## config.mk

```make
export PLATFORM = sky130hd
export DESIGN_NAME = packet_fragmenter_header_insert
export DESIGN_NICKNAME = d
export VERILOG_FILES = /design/src/rtl/pfhi_pkg.sv /design/src/rtl/pfhi_front.sv /design/src/rtl/pfhi_queue.sv /design/src/rtl/pfhi_back.sv /design/src/rtl/packet_fragmenter_header_insert.sv
export SDC_FILE = /design/constraint.sdc
export NUM_CORES = 1
export LEC_CHECK = 0
export BUFFER_PORTS_ARGS = -buffer_cell sky130_fd_sc_hd__clkbuf_2
export CAP_MARGIN = 20
export CORE_MARGIN = 2
export CORE_UTILIZATION = 30
export DETAILED_ROUTE_END_ITERATION = 10
export MAX_ROUTING_LAYER = met4
export PLACE_DENSITY_LB_ADDON = 0.2
export SLEW_MARGIN = 20
export SYNTH_ARGS = -nofsm -noshare
export SYNTH_HDL_FRONTEND = slang
export SYNTH_SLANG_ARGS = --single-unit
```

## constraint.sdc

```tcl
create_clock -name clk_i -period 6.2 [get_ports clk_i]
set_input_delay 0.62 -clock clk_i [delete_from_list [all_inputs] [get_ports clk_i]]
set_output_delay 0.62 -clock clk_i [all_outputs]
set_load 0.02 [all_outputs]
```

## src/rtl/pfhi_pkg.sv

```systemverilog
`default_nettype none

package pfhi_pkg;

  localparam int unsigned HEADER_BYTES    = 4;
  localparam int unsigned LENGTH_BITS_DEF = 16;
  localparam int unsigned CFG_IDX_W       = 2;
  localparam int unsigned CFG_DATA_W      = 16;
  localparam int unsigned QUEUE_DEPTH     = 2;

  localparam logic [15:0] RST_SINGLE_LIMIT = 16'd1028;
  localparam logic [15:0] RST_FRAG_SIZE    = 16'd1024;
  localparam logic [7:0]  RST_REG_TYPE     = 8'd0;
  localparam logic [7:0]  RST_FRAG_TYPE    = 8'd1;

  typedef enum logic [CFG_IDX_W-1:0] {
    CFG_SINGLE_LIMIT = 2'd0,
    CFG_FRAG_SIZE    = 2'd1,
    CFG_REG_TYPE     = 2'd2,
    CFG_FRAG_TYPE    = 2'd3
  } cfg_idx_e;

  // one classified request: payload byte plus everything its header needs
  typedef struct packed {
    logic [7:0]  data;
    logic [15:0] dest;
    logic        hdr;
    logic [7:0]  type_code;
    logic [7:0]  frag_idx;
    logic [15:0] seq;
    logic        pend;
    logic        mend;
  } pfhi_entry_t;

endpackage

`default_nettype wire

```

## src/rtl/pfhi_front.sv

```systemverilog
`default_nettype none

module pfhi_front
  import pfhi_pkg::*;
#(
  parameter int unsigned LengthBits = LENGTH_BITS_DEF
) (
  input  wire logic                  clk_i,
  input  wire logic                  rst_ni,
  input  wire logic                  cfg_we_i,
  input  wire logic [CFG_IDX_W-1:0]  cfg_idx_i,
  input  wire logic [CFG_DATA_W-1:0] cfg_data_i,
  input  wire logic                  in_valid_i,
  output logic                       in_stall_o,
  input  wire logic [7:0]            payload_byte_i,
  input  wire logic [LengthBits-1:0] message_length_i,
  input  wire logic [15:0]           destination_tag_i,
  input  wire logic                  q_full_i,
  output logic                       q_push_o,
  output pfhi_entry_t                q_entry_o
);

  localparam int unsigned CmpW = ((LengthBits > 16) ? LengthBits : 16) + 1;

  logic [15:0] limit_q, fsize_q;
  logic [7:0]  reg_type_q, frag_type_q;

  logic [15:0]           seq_q, seq_d;
  logic [LengthBits-1:0] msg_pos_q, msg_pos_d;
  logic [LengthBits-1:0] frag_pos_q, frag_pos_d;
  logic [7:0]            frag_idx_q, frag_idx_d;
  logic                  fragmenting_q, fragmenting_d;

  logic        accept;
  logic        frag_now, hdr, mend, pend;
  logic [15:0] fsize_eff;

  assign in_stall_o = q_full_i;
  assign accept     = in_valid_i && !q_full_i;

  always_ff @(posedge clk_i or negedge rst_ni) begin
    if (!rst_ni) begin
      limit_q     <= RST_SINGLE_LIMIT;
      fsize_q     <= RST_FRAG_SIZE;
      reg_type_q  <= RST_REG_TYPE;
      frag_type_q <= RST_FRAG_TYPE;
    end else if (cfg_we_i) begin
      unique case (cfg_idx_e'(cfg_idx_i))
        CFG_SINGLE_LIMIT: limit_q     <= cfg_data_i[15:0];
        CFG_FRAG_SIZE:    fsize_q     <= cfg_data_i[15:0];
        CFG_REG_TYPE:     reg_type_q  <= cfg_data_i[7:0];
        CFG_FRAG_TYPE:    frag_type_q <= cfg_data_i[7:0];
        default:          limit_q     <= limit_q;
      endcase
    end
  end

  // classify the byte against the message and fragment counters
  always_comb begin
    fsize_eff = (fsize_q == 16'd0) ? 16'd1 : fsize_q;
    frag_now  = (msg_pos_q == '0) ? (CmpW'(message_length_i) > CmpW'(limit_q))
                                  : fragmenting_q;
    hdr       = (frag_pos_q == '0);
    mend      = (CmpW'(msg_pos_q) + CmpW'(1)) >= CmpW'(message_length_i);
    pend      = mend || (frag_now && ((CmpW'(frag_pos_q) + CmpW'(1)) >= CmpW'(fsize_eff)));
  end

  always_comb begin
    q_push_o            = accept;
    q_entry_o.data      = payload_byte_i;
    q_entry_o.dest      = destination_tag_i;
    q_entry_o.hdr       = hdr;
    q_entry_o.type_code = frag_now ? frag_type_q : reg_type_q;
    q_entry_o.frag_idx  = frag_now ? frag_idx_q : 8'd0;
    q_entry_o.seq       = seq_q;
    q_entry_o.pend      = pend;
    q_entry_o.mend      = mend;
  end

  always_comb begin
    seq_d         = seq_q;
    msg_pos_d     = msg_pos_q;
    frag_pos_d    = frag_pos_q;
    frag_idx_d    = frag_idx_q;
    fragmenting_d = fragmenting_q;
    if (accept) begin
      if (mend) begin
        seq_d         = seq_q + 16'd1;
        msg_pos_d     = '0;
        frag_pos_d    = '0;
        frag_idx_d    = 8'd0;
        fragmenting_d = 1'b0;
      end else begin
        msg_pos_d     = msg_pos_q + LengthBits'(1);
        fragmenting_d = frag_now;
        if (pend) begin
          frag_pos_d = '0;
          frag_idx_d = frag_idx_q + 8'd1;
        end else begin
          frag_pos_d = frag_pos_q + LengthBits'(1);
        end
      end
    end
  end

  always_ff @(posedge clk_i or negedge rst_ni) begin
    if (!rst_ni) begin
      seq_q         <= '0;
      msg_pos_q     <= '0;
      frag_pos_q    <= '0;
      frag_idx_q    <= '0;
      fragmenting_q <= 1'b0;
    end else begin
      seq_q         <= seq_d;
      msg_pos_q     <= msg_pos_d;
      frag_pos_q    <= frag_pos_d;
      frag_idx_q    <= frag_idx_d;
      fragmenting_q <= fragmenting_d;
    end
  end

  a_mend_restarts: assert property (@(posedge clk_i) disable iff (!rst_ni)
    accept && mend |=> (msg_pos_q == '0) && (frag_pos_q == '0) && !fragmenting_q)
    else $error("message end did not restart counters");

endmodule

`default_nettype wire

```

## src/rtl/pfhi_queue.sv

```systemverilog
`default_nettype none

module pfhi_queue
  import pfhi_pkg::*;
(
  input  wire logic         clk_i,
  input  wire logic         rst_ni,
  input  wire logic         push_i,
  input  wire pfhi_entry_t  entry_i,
  input  wire logic         pop_i,
  output logic              full_o,
  output logic              valid_o,
  output pfhi_entry_t       head_o
);

  localparam int unsigned PtrW = $clog2(QUEUE_DEPTH);
  localparam int unsigned CntW = $clog2(QUEUE_DEPTH + 1);

  pfhi_entry_t       mem_q [QUEUE_DEPTH];
  logic [PtrW-1:0]   wr_ptr_q, rd_ptr_q;
  logic [CntW-1:0]   count_q, count_d;
  logic              do_push, do_pop;

  assign full_o  = (count_q == CntW'(QUEUE_DEPTH));
  assign valid_o = (count_q != '0);
  assign head_o  = mem_q[rd_ptr_q];
  assign do_push = push_i && !full_o;
  assign do_pop  = pop_i && valid_o;

  always_comb begin
    count_d = count_q;
    if (do_push && !do_pop) begin
      count_d = count_q + CntW'(1);
    end else if (do_pop && !do_push) begin
      count_d = count_q - CntW'(1);
    end
  end

  always_ff @(posedge clk_i) begin
    if (do_push) begin
      mem_q[wr_ptr_q] <= entry_i;
    end
  end

  always_ff @(posedge clk_i or negedge rst_ni) begin
    if (!rst_ni) begin
      wr_ptr_q <= '0;
      rd_ptr_q <= '0;
      count_q  <= '0;
    end else begin
      if (do_push) wr_ptr_q <= wr_ptr_q + PtrW'(1);
      if (do_pop)  rd_ptr_q <= rd_ptr_q + PtrW'(1);
      count_q <= count_d;
    end
  end

  a_count_bound: assert property (@(posedge clk_i) disable iff (!rst_ni)
    count_q <= CntW'(QUEUE_DEPTH))
    else $error("queue count beyond depth");

  a_ptr_track: assert property (@(posedge clk_i) disable iff (!rst_ni)
    (count_q == '0) || full_o |-> (wr_ptr_q == rd_ptr_q))
    else $error("queue pointers out of step with count");

endmodule

`default_nettype wire

```

## src/rtl/pfhi_back.sv

```systemverilog
`default_nettype none

module pfhi_back
  import pfhi_pkg::*;
(
  input  wire logic         clk_i,
  input  wire logic         rst_ni,
  input  wire logic         q_valid_i,
  input  wire pfhi_entry_t  q_head_i,
  output logic              q_pop_o,
  output logic              out_valid_o,
  input  wire logic         out_stall_i,
  output logic [7:0]        packet_byte_o,
  output logic              is_header_o,
  output logic              packet_end_o,
  output logic              message_end_o,
  output logic              run_last_o,
  output logic [15:0]       destination_out_o
);

  localparam int unsigned PhW = $clog2(HEADER_BYTES + 1);

  logic           valid_q, valid_d;
  logic [PhW-1:0] phase_q, phase_d;
  logic [7:0]     byte_q, byte_d;
  logic           hdr_q, hdr_d, pend_q, pend_d, mend_q, mend_d, last_q, last_d;
  logic [15:0]    dest_q, dest_d;
  logic           advance;
  logic [7:0]     hdr_byte;

  assign advance = !valid_q || !out_stall_i;

  always_comb begin
    unique case (phase_q[1:0])
      2'd0:    hdr_byte = q_head_i.type_code;
      2'd1:    hdr_byte = q_head_i.frag_idx;
      2'd2:    hdr_byte = q_head_i.seq[15:8];
      default: hdr_byte = q_head_i.seq[7:0];
    endcase
  end

  // walk the header bytes, then the payload byte, which retires the request
  always_comb begin
    valid_d = valid_q;
    phase_d = phase_q;
    byte_d  = byte_q;
    hdr_d   = hdr_q;
    pend_d  = pend_q;
    mend_d  = mend_q;
    last_d  = last_q;
    dest_d  = dest_q;
    q_pop_o = 1'b0;
    if (advance) begin
      valid_d = q_valid_i;
      if (q_valid_i) begin
        dest_d = q_head_i.dest;
        if (q_head_i.hdr && (phase_q < PhW'(HEADER_BYTES))) begin
          byte_d  = hdr_byte;
          hdr_d   = 1'b1;
          pend_d  = 1'b0;
          mend_d  = 1'b0;
          last_d  = 1'b0;
          phase_d = phase_q + PhW'(1);
        end else begin
          byte_d  = q_head_i.data;
          hdr_d   = 1'b0;
          pend_d  = q_head_i.pend;
          mend_d  = q_head_i.mend;
          last_d  = 1'b1;
          phase_d = '0;
          q_pop_o = 1'b1;
        end
      end
    end
  end

  always_ff @(posedge clk_i) begin
    byte_q <= byte_d;
    hdr_q  <= hdr_d;
    pend_q <= pend_d;
    mend_q <= mend_d;
    last_q <= last_d;
    dest_q <= dest_d;
  end

  always_ff @(posedge clk_i or negedge rst_ni) begin
    if (!rst_ni) begin
      valid_q <= 1'b0;
      phase_q <= '0;
    end else begin
      valid_q <= valid_d;
      phase_q <= phase_d;
    end
  end

  assign out_valid_o       = valid_q;
  assign packet_byte_o     = byte_q;
  assign is_header_o       = hdr_q;
  assign packet_end_o      = pend_q;
  assign message_end_o     = mend_q;
  assign run_last_o        = last_q;
  assign destination_out_o = dest_q;

  a_mid_header_head: assert property (@(posedge clk_i) disable iff (!rst_ni)
    (phase_q != '0) |-> q_valid_i && valid_q && hdr_q)
    else $error("header in progress without its request");

  a_header_flags: assert property (@(posedge clk_i) disable iff (!rst_ni)
    valid_q && hdr_q |-> !pend_q && !mend_q && !last_q)
    else $error("end flags set on a header byte");

  a_msg_end_pkt_end: assert property (@(posedge clk_i) disable iff (!rst_ni)
    valid_q && mend_q |-> pend_q && last_q)
    else $error("message end without packet end");

endmodule

`default_nettype wire

```

## src/rtl/packet_fragmenter_header_insert.sv

```systemverilog
// Channel   Direction  Handshake                 Payload
// cfg       in         cfg_we_i                  cfg_idx_i, cfg_data_i
// in        in         in_valid_i / in_stall_o   payload_byte_i, message_length_i,
//                                                destination_tag_i
// out       out        out_valid_o / out_stall_i packet_byte_o, is_header_o, packet_end_o,
//                                                message_end_o, run_last_o,
//                                                destination_out_o
//
// A payload byte that opens a packet is preceded by 4 header bytes; the output register
// emits one byte per cycle while out_stall_i is low.
// The front classifies one byte per cycle into a 2-entry queue; in_stall_o rises only
// when that queue is full; accepted bytes pass the queue, then the output register.
// rst_ni clears counters, sequence number, queue and output valid; registers take
// their documented reset values.
`default_nettype none

module packet_fragmenter_header_insert
  import pfhi_pkg::*;
#(
  parameter int unsigned LengthBits = LENGTH_BITS_DEF
) (
  input  wire logic                  clk_i,
  input  wire logic                  rst_ni,
  input  wire logic                  cfg_we_i,
  input  wire logic [CFG_IDX_W-1:0]  cfg_idx_i,
  input  wire logic [CFG_DATA_W-1:0] cfg_data_i,
  input  wire logic                  in_valid_i,
  output logic                       in_stall_o,
  input  wire logic [7:0]            payload_byte_i,
  input  wire logic [LengthBits-1:0] message_length_i,
  input  wire logic [15:0]           destination_tag_i,
  output logic                       out_valid_o,
  input  wire logic                  out_stall_i,
  output logic [7:0]                 packet_byte_o,
  output logic                       is_header_o,
  output logic                       packet_end_o,
  output logic                       message_end_o,
  output logic                       run_last_o,
  output logic [15:0]                destination_out_o
);

  logic        q_full, q_push, q_pop, q_valid;
  pfhi_entry_t q_entry, q_head;

  pfhi_front #(
    .LengthBits(LengthBits)
  ) u_front (
    .clk_i            (clk_i),
    .rst_ni           (rst_ni),
    .cfg_we_i         (cfg_we_i),
    .cfg_idx_i        (cfg_idx_i),
    .cfg_data_i       (cfg_data_i),
    .in_valid_i       (in_valid_i),
    .in_stall_o       (in_stall_o),
    .payload_byte_i   (payload_byte_i),
    .message_length_i (message_length_i),
    .destination_tag_i(destination_tag_i),
    .q_full_i         (q_full),
    .q_push_o         (q_push),
    .q_entry_o        (q_entry)
  );

  pfhi_queue u_queue (
    .clk_i  (clk_i),
    .rst_ni (rst_ni),
    .push_i (q_push),
    .entry_i(q_entry),
    .pop_i  (q_pop),
    .full_o (q_full),
    .valid_o(q_valid),
    .head_o (q_head)
  );

  pfhi_back u_back (
    .clk_i            (clk_i),
    .rst_ni           (rst_ni),
    .q_valid_i        (q_valid),
    .q_head_i         (q_head),
    .q_pop_o          (q_pop),
    .out_valid_o      (out_valid_o),
    .out_stall_i      (out_stall_i),
    .packet_byte_o    (packet_byte_o),
    .is_header_o      (is_header_o),
    .packet_end_o     (packet_end_o),
    .message_end_o    (message_end_o),
    .run_last_o       (run_last_o),
    .destination_out_o(destination_out_o)
  );

endmodule

`default_nettype wire
```

==> impl_metrics.tcl <==
set metrics [dict create \
    cellLeakagePower_uw 0.00590 \
    worstPathMaxFanout 21 \
    syn_avg_cell_area_um2 12.8 \
    syn-num-nets 1072 \
    area_growth_pct 16.5 \
    synth_area_um2 12100 \
    clock_sinks 259 \
    grt_pass1_vias 7542 \
    drive_gt1_frac 0.233 \
    cts_buffers 29 \
    antenna_found_initial 0 \
    drc_errors 0 \
    gp_congestion 0.788 \
    die_area_um2 42100 \
    grt_overflow 0 \
    dp_hpwl_mm 18.5 \
    min_period_over_period 0.689 \
    via_count 7505 \
    fmax_mhz 234 \
    dpl.cell_count 1533 \
    fp.dieW_um 205 \
    wl_mm 27.3 \
    async_flop_share 0.436 \
    maxSlewViolCount 0 \
    p_total_uw 6070 \
    power.density_nw_per_um2 429 \
    maxSlewHeadroom 0.390 \
    crit_type "register to register" \
    clk_latency_ns 0.57 \
    die_h_um 205 \
    first_pass_iters 4 \
    cts_htree_levels 1 \
    path_cells "and3_1, nand3_1, inv_1, nand3_1, nor2_1, xor2_1, ha_1, a21o_1, a21o_1, a21oi_1, o31a_1, and2_1, inv_2, and4_1, xor2_1" \
    drtIter0Drc 267 \
    cts-root-buf "clkbuf_16" \
    slowest_stage "and2_1" \
    cts_tree "yes" \
    cp-start-kind "register" \
    setup_tns_ns 0 \
    clock_tree.buffer_depth 3 \
    ctsResizeCount 0 \
    cts_setup_buffers 0 \
    final_cell_area_um2 14100 \
    ys.flop_type "edfxtp_1" \
    antenna-diode-count 0 \
    most-common-layout-cells "edfxtp_1 (146), dfrtp_1 (108), clkbuf_2 (91)" \
    drt-vias-per-instance 4.73 \
    status "complete, no violations" \
    maxCapViolCount 0 \
    max_stage_delay_ns 0.58 \
    worst_slew_pin_slew_ns 0.915 \
    hold_class "primary input to asynchronous set/reset pin" \
    yosysWarningCount 0 \
    std_cell_rows 73 \
    start_util 0.305 \
    final_common_cell "edfxtp_1" \
    grt_pass1_wl_mm 43.1 \
    worst_slack_ns 1.93 \
    ys_seq_area_frac 0.595 \
    port_buffers 92 \
    final_nets 1162 \
    place_area_um2 13100 \
    grt_usage 0.135 \
    place_ws_ns 1.94 \
    boundaryPins 93 \
    cp-end-kind "register" \
    cp.required_ns 6.64 \
    synth.distinct_cells 70 \
    grt_setup_unrepaired "false" \
    holdBufCountCts 0 \
    clock-skew-final_ns 0.0139 \
    finalNonFillerCells 1587 \
    synth_edf_count 146 \
    ant_nets 0 \
    finalSetupViolCount 0 \
    min_period_ns 4.27 \
    core_area_um2 39800 \
    peakVddDrop_mv 0.233 \
    wl_per_cell_um 17.2 \
    arrival_ns 4.72 \
    timing_hold_violations_final 0 \
    clkTransAtPathRegs_ns 0.06 \
    grt_max_degree 68 \
    synthCells 949 \
    synth.ff_latch_count 259 \
]
## per-layer routing
metal | wire length (µm) | global-route usage | up-vias
met5 | 0 | - | -
met4 | 517 | 0.0347 | 0
met3 | 1190 | 0.0216 | 34
met2 | 11900 | 0.201 | 141
met1 | 13700 | 0.192 | 3657
li1 | - | - | 3673
## power by group
group | total, µW | switching, µW | internal [µW]
logic | 1690 | 1050 | 636
registers | 2610 | 236 | 2370
clock network | 1770 | 710 | 1060
## critical path, delay by kind of cell (launching register included)
family | cells | cell delay [ns]
AOI/OAI and AO/OA | 4 | 0.85
xor gates and xnor gates | 2 | 0.34
adders and majority gates | 1 | 0.28
buffers and inverters | 2 | 0.47
DFF | 1 | 0.47
and+or+nand+nor | 6 | 1.72
## cells in the mapped netlist, types with 3 or more instances
library cell  number  share of area
edfxtp_1         146           0.36
dfrtp_1          109           0.22
inv_1             68          0.021
mux2_2            67          0.062
nand2_1           65          0.020
ha_1              60          0.062
o21ai_0           41          0.017
nor2_1            33          0.010
xnor2_1           32          0.023
a21oi_1           29          0.012
nand3_1           28          0.012
clkbuf_1          22         0.0068
mux2i_1           19          0.016
nand4_1           16         0.0082
xor2_1            16          0.012
and3_1            13         0.0067
a211oi_1          12         0.0074
a22o_1            12         0.0087
a21o_1            11         0.0068
and4_1            11         0.0079
nor3_1            10         0.0041
a221oi_1           8         0.0058
a22oi_1            8         0.0049
buf_2              8         0.0033
o31ai_1            8         0.0049
nor4_1             7         0.0036
a31o_2             6         0.0043
and2_1             6         0.0031
o211ai_1           6         0.0037
buf_1              5         0.0015
buf_6              5         0.0046
dfstp_2            4         0.0087
nand2b_1           4         0.0021
a211o_1            3         0.0022
nor3b_1            3         0.0019
nor4b_1            3         0.0022
## cells by family after synthesis
logic type	synth area share
flops	0.595
simple gates	0.0935
compound gates	0.0977
buf+inv	0.0397
mux	0.0778
fa+ha+maj	0.0619
xor+xnor	0.0346
## worst paths after layout
kind                                  startpoint                    to  slack, ns  cells after the start
min                                       rst_ni   u_front.limit_q[14]       0.07                      1
max in group asynchronous                 rst_ni      u_queue.rd_ptr_q       4.70                      2
min reg2reg                   u_queue.count_q[1]    u_queue.count_q[1]       0.50                      1
min in group clk_i         destination_tag_i[12]  u_queue.mem_q[1][47]       0.24                      1
max                         u_front.msg_pos_q[2]      u_front.seq_q[9]       1.93                     15
max reg2reg                 u_front.msg_pos_q[2]      u_front.seq_q[9]       1.93                     15
## registers in the layout (all words and copies together), names as in the netlist, 3 cells and up
register	cells
u_back.destination_out_o	16
u_back.packet_byte_o	8
u_back.phase_q	3
u_front.frag_idx_q	8
u_front.frag_pos_q	16
u_front.frag_type_q	8
u_front.fsize_q	16
u_front.limit_q	16
u_front.msg_pos_q	16
u_front.reg_type_q	8
u_front.seq_q	16
u_queue.mem_q	118
## per-stage QoR
stage / util / hold WS, ns
floorplan: - / 0.324
global placement: 0.330 / 0.483
detailed placement: 0.330 / 0.488
CTS: 0.355 / 0.0688
global route: 0.355 / 0.104
finish: 0.355 / 0.0723
## final cells by class
cell class	instances	area, µm²
multi-input cells	577	4460
clock inverters	15	173
repair buffers	103	546
inverters	69	259
flip-flops and latches	259	7220
clock buffers	39	825
fillers	3923	25700
well taps	525	657
Note: power is estimated with default switching activity, not from simulation.
